## src/hw/rtl/assert_macros.svh

```systemverilog
// Assertion macros for the RTL; the allocator top-level includes them.
`ifndef ASSERT_MACROS_SVH
`define ASSERT_MACROS_SVH
`ifndef NO_ASSERTIONS
`define SCBA_ASSERT(lbl, prop, msg) \
  lbl: assert property (@(posedge clk) disable iff (rst) (prop)) else $error(msg);
`define SCBA_ASSERT_RST(lbl, prop, msg) \
  lbl: assert property (@(posedge clk) (prop)) else $error(msg);
`else
`define SCBA_ASSERT(lbl, prop, msg)
`define SCBA_ASSERT_RST(lbl, prop, msg)
`endif
`endif

```

## src/hw/rtl/scba_ram.sv

```systemverilog
// Generic single-write, single-read synchronous RAM with registered read.
`timescale 1ns / 1ps
module scba_ram #(
  parameter int W = 8,
  parameter int D = 16
) (
  input  logic                 clk,
  input  logic                 we,
  input  logic [$clog2(D)-1:0] waddr,
  input  logic [W-1:0]         wdata,
  input  logic [$clog2(D)-1:0] raddr,
  output logic [W-1:0]         rdata
);
  logic [W-1:0] mem [D];

  always_ff @(posedge clk) begin
    if (we) mem[waddr] <= wdata;
  end

  always_ff @(posedge clk) begin
    rdata <= mem[raddr];
  end
endmodule

```

## config.mk

```make
export PLATFORM = sky130hd
export DESIGN_NAME = scba_ram
export DESIGN_NICKNAME = d
export VERILOG_FILES = /design/src/hw/rtl/assert_macros.svh /design/src/hw/rtl/scba_ram.sv
export SDC_FILE = /design/constraint.sdc
export NUM_CORES = 1
export LEC_CHECK = 0
export BUFFER_PORTS_ARGS = -buffer_cell sky130_fd_sc_hd__buf_2
export CAP_MARGIN = 20
export CORE_MARGIN = 2
export CORE_UTILIZATION = 30
export CTS_CLUSTER_DIAMETER = 120
export DETAILED_ROUTE_END_ITERATION = 12
export PLACE_DENSITY = 0.47
export SLEW_MARGIN = 20
export SYNTH_ARGS = -nofsm -noshare
export SYNTH_HDL_FRONTEND = slang
export SYNTH_SLANG_ARGS = --single-unit
```

## constraint.sdc

```tcl
create_clock -name clk -period 2.1 [get_ports clk]
set_input_delay 0.63 -clock clk [delete_from_list [all_inputs] [get_ports clk]]
set_output_delay 0.63 -clock clk [all_outputs]
set_load 0.1 [all_outputs]
```

==> metrics.md <==
| Metric | Value |
|---|---|
| Outcome | complete, no violations |
| ANT nets after route | 0 |
| Final Core Density | 0.378 |
| Initial Util | 0.308 |
| Psw | 1360 uW |
| Post-synth cell types | 19 |
| Layout cells sized above 1 | 0.323 |
| Clock buffer depth | 2 |
| Initial antenna violation count | 0 |
| Setup TNS | 0 ns |
| Commonest non-fill, non-tap cells in the layout | edfxtp_1, buf_2, buf_4, mux4_2, clkbuf_16 |
| Sequential-to-total area share from yosys stat | 0.778 |
| Initial DRC count | 184 |
| Final max-slew violation count | 0 |
| GRT Overall Usage | 0.130 |
| Final WL | 10.8 mm |
| MaxCap Viol Count | 0 |
| Top-Level Pins | 26 |
| Core area | 16700 sq um |
| WS Path Type | register to primary output |
| Mapped Cells | 229 |
| Sequential share of power | 0.463 |
| Die H | 135 microns |
| Post-route insts no fill | 520 |
| Number of port buffers | 25 |
| Area of the die | 18200 sq um |
| DR DRC count | 0 |
| Root Buffer Master | clkbuf_16 |
| Largest net degree at the start of global routing | 27 |
| Post-synth top flop | edfxtp_1 |
| CP Data Required Time | 1.47 ns |
| Asr flop ratio synth | 0 |
| Hold Path End | mem[5][5] |
| Fin crit period | 1.86 ns |
| Final hold vios | 0 |
| Worst-path maximum fanout | 1 |
| Worst Min Path Start | wdata[5] |
| Dpl cells | 488 |
| # Post-CTS Setup Buffers | 0 |
| Arr. time, crit path | 1.23 ns |
| Crit-path cells | buf_2 |
| Routed WL per cell | 20.8 microns |
| Worst-Margin Slew | 0.778 ns |
| H-tree depth | 4 |
| Setup-failing EPs final | 0 |
| Int Power | 5240 uW |
| Slew margin rel. | 0.480 |
| Power per cell area | 1050 nW/um^2 |
| Reg-to-reg critical path endpoint | rdata[5] |
| Routed vias | 2452 |
| Worst path top cell family by delay | buffers and inverters |
| Drt via density | 4.72 |
| Mapped Avg Cell Area | 22.5 sq um |
| P&R area growth vs syn | 22.6% |
| CTS Hold Bufs | 0 |
| Hold Path Depth | 1 |
| Mapped cell area | 5150 sq um |
| Congestion Overflow GR | 0 |
| CTS sink count | 136 |
| Leakage | 0.00214 uW |
| Tcrit/Tclk final | 0.888 |
| Worst Reg-to-Reg Cells | 3 |
| Placed cell areas | 5680 sq um |
| Clk network pwr share | 0.474 |
| Fin area | 6310 sq um |
| Reg-to-Reg Start | mem[1][5] |
| Number of global-route vias before repair | 2543 |
| WP buf/inv | 1 |
| Final nets | 305 |
| Chip Width | 135 microns |
| Flops & latches, synth | 136 |
| Logic pwr share | 0.064 |
| Max Fclk | 536 MHz |
| CTS tree | done |
| Startpoint types | register |
| First-pass DRT Iterations | 4 |
| Fin worst setup slack | 0.235 ns |
| EDFF count, synth | 128 |
| Clock skew | 0.00433 ns |
| Pre-CTS setup slack | 0.0170 ns |
| Clock Latency Late Sink | 0.42 ns |
| Max IR drop VDD | 0.596 mV |
| Unrepaired setup endpoints after global routing | no |
| PostCTS Resize Cnt | 0 |
| N_diodes | 0 |
| Sw frac | 0.206 |
| Num rows | 47 |
| Worst hold path class | primary input to register |
| First-pass GRT wire length | 16.5 mm |
| Clock transition at the registers of the reported paths | 0.06 ns |
| CTS Buf Count | 17 |
| Mapped Nets | 247 |
| Synth warnings | 0 |
| Max incr delay on CP | 0.45 ns |
| Crit-path slowest cell | buf_2 |
| Post-DP HPWL | 7.07 mm |
| Placer Congestion | 0.678 |
| Crit end category | primary output |
| Reg-to-reg slack, setup | 0.76 ns |
| Commonest non-fill, non-tap cell in the layout | edfxtp_1 |
==> stage by stage <==
step / hold WS [ns] / power (uW)
after CTS: 0.597 / 6670
after floorplan: 0.629 / 3390
after detailed placement: 0.650 / 3540
after global placement: 0.651 / 3540
after global routing: 0.615 / 6810
final: 0.605 / 6600
==> cell usage after synthesis, types with 2 or more instances <==
library cell | instances | area, sq um
dfxtp_1 | 8 | 160
buf_6 | 3 | 33.8
nor3_1 | 4 | 20.0
nor2_1 | 13 | 48.8
a22oi_1 | 16 | 120
buf_2 | 3 | 15.0
nand2_1 | 9 | 33.8
nand3b_1 | 2 | 15.0
mux4_2 | 18 | 405
edfxtp_1 | 128 | 3840
nand2b_1 | 2 | 12.5
mux4_1 | 14 | 368
clkdlybuf4s25_2 | 3 | 30.0
==> final cells by class <==
class / count / area [sq um]
clock buffers: 24 / 482
flip-flops and latches: 136 / 4000
fillers: 1535 / 10400
repair buffers: 49 / 343
multi-input cells: 83 / 1060
clock inverters: 8 / 145
well taps: 220 / 275
==> worst max path at each step <==
stage	from	endpoint	depth (start not counted)
6_report	rdata[7]	rdata[7]	1
5_1_grt	rdata[7]	rdata[7]	1
3_5_place_dp	raddr[0]	rdata[5]	5
2_1_floorplan	waddr[2]	mem[3][0]	2
3_3_place_gp	raddr[0]	rdata[2]	5
4_1_cts	rdata[7]	rdata[7]	1
==> power groups by stage <==
stage / clock (uW) / combinational, uW / sequential (uW)
6_report: 3130 / 420 / 3050
5_1_grt: 3300 / 450 / 3060
4_1_cts: 3180 / 429 / 3060
3_5_place_dp: 0 / 429 / 3110
3_3_place_gp: 0 / 425 / 3110
2_1_floorplan: 0 / 154 / 3240
==> registers in the layout (all words and copies together) (netlist names) <==
register,cells
rdata,8
mem,128
==> cells by family after synthesis <==
group / Yosys count / synth area share
multiplexers: 32 / 0.150
AO/OA/AOI/OAI: 16 / 0.0233
flip-flops: 136 / 0.778
buffers and inverters: 10 / 0.0168
AND/OR/NAND/NOR: 35 / 0.0318
==> routing by layer <==
| layer | GRT usage | vias up | share of wire |
|---|---|---|---|
| met1 | 0.174 | 1301 | 0.47 |
| met4 | 0.0538 | 0 | 0.016 |
| met5 | 0 | - | 0 |
| li1 | - | 1094 | - |
| met3 | 0.0398 | 12 | 0.035 |
| met2 | 0.198 | 45 | 0.47 |
Note: power is estimated with default switching activity, not from simulation.
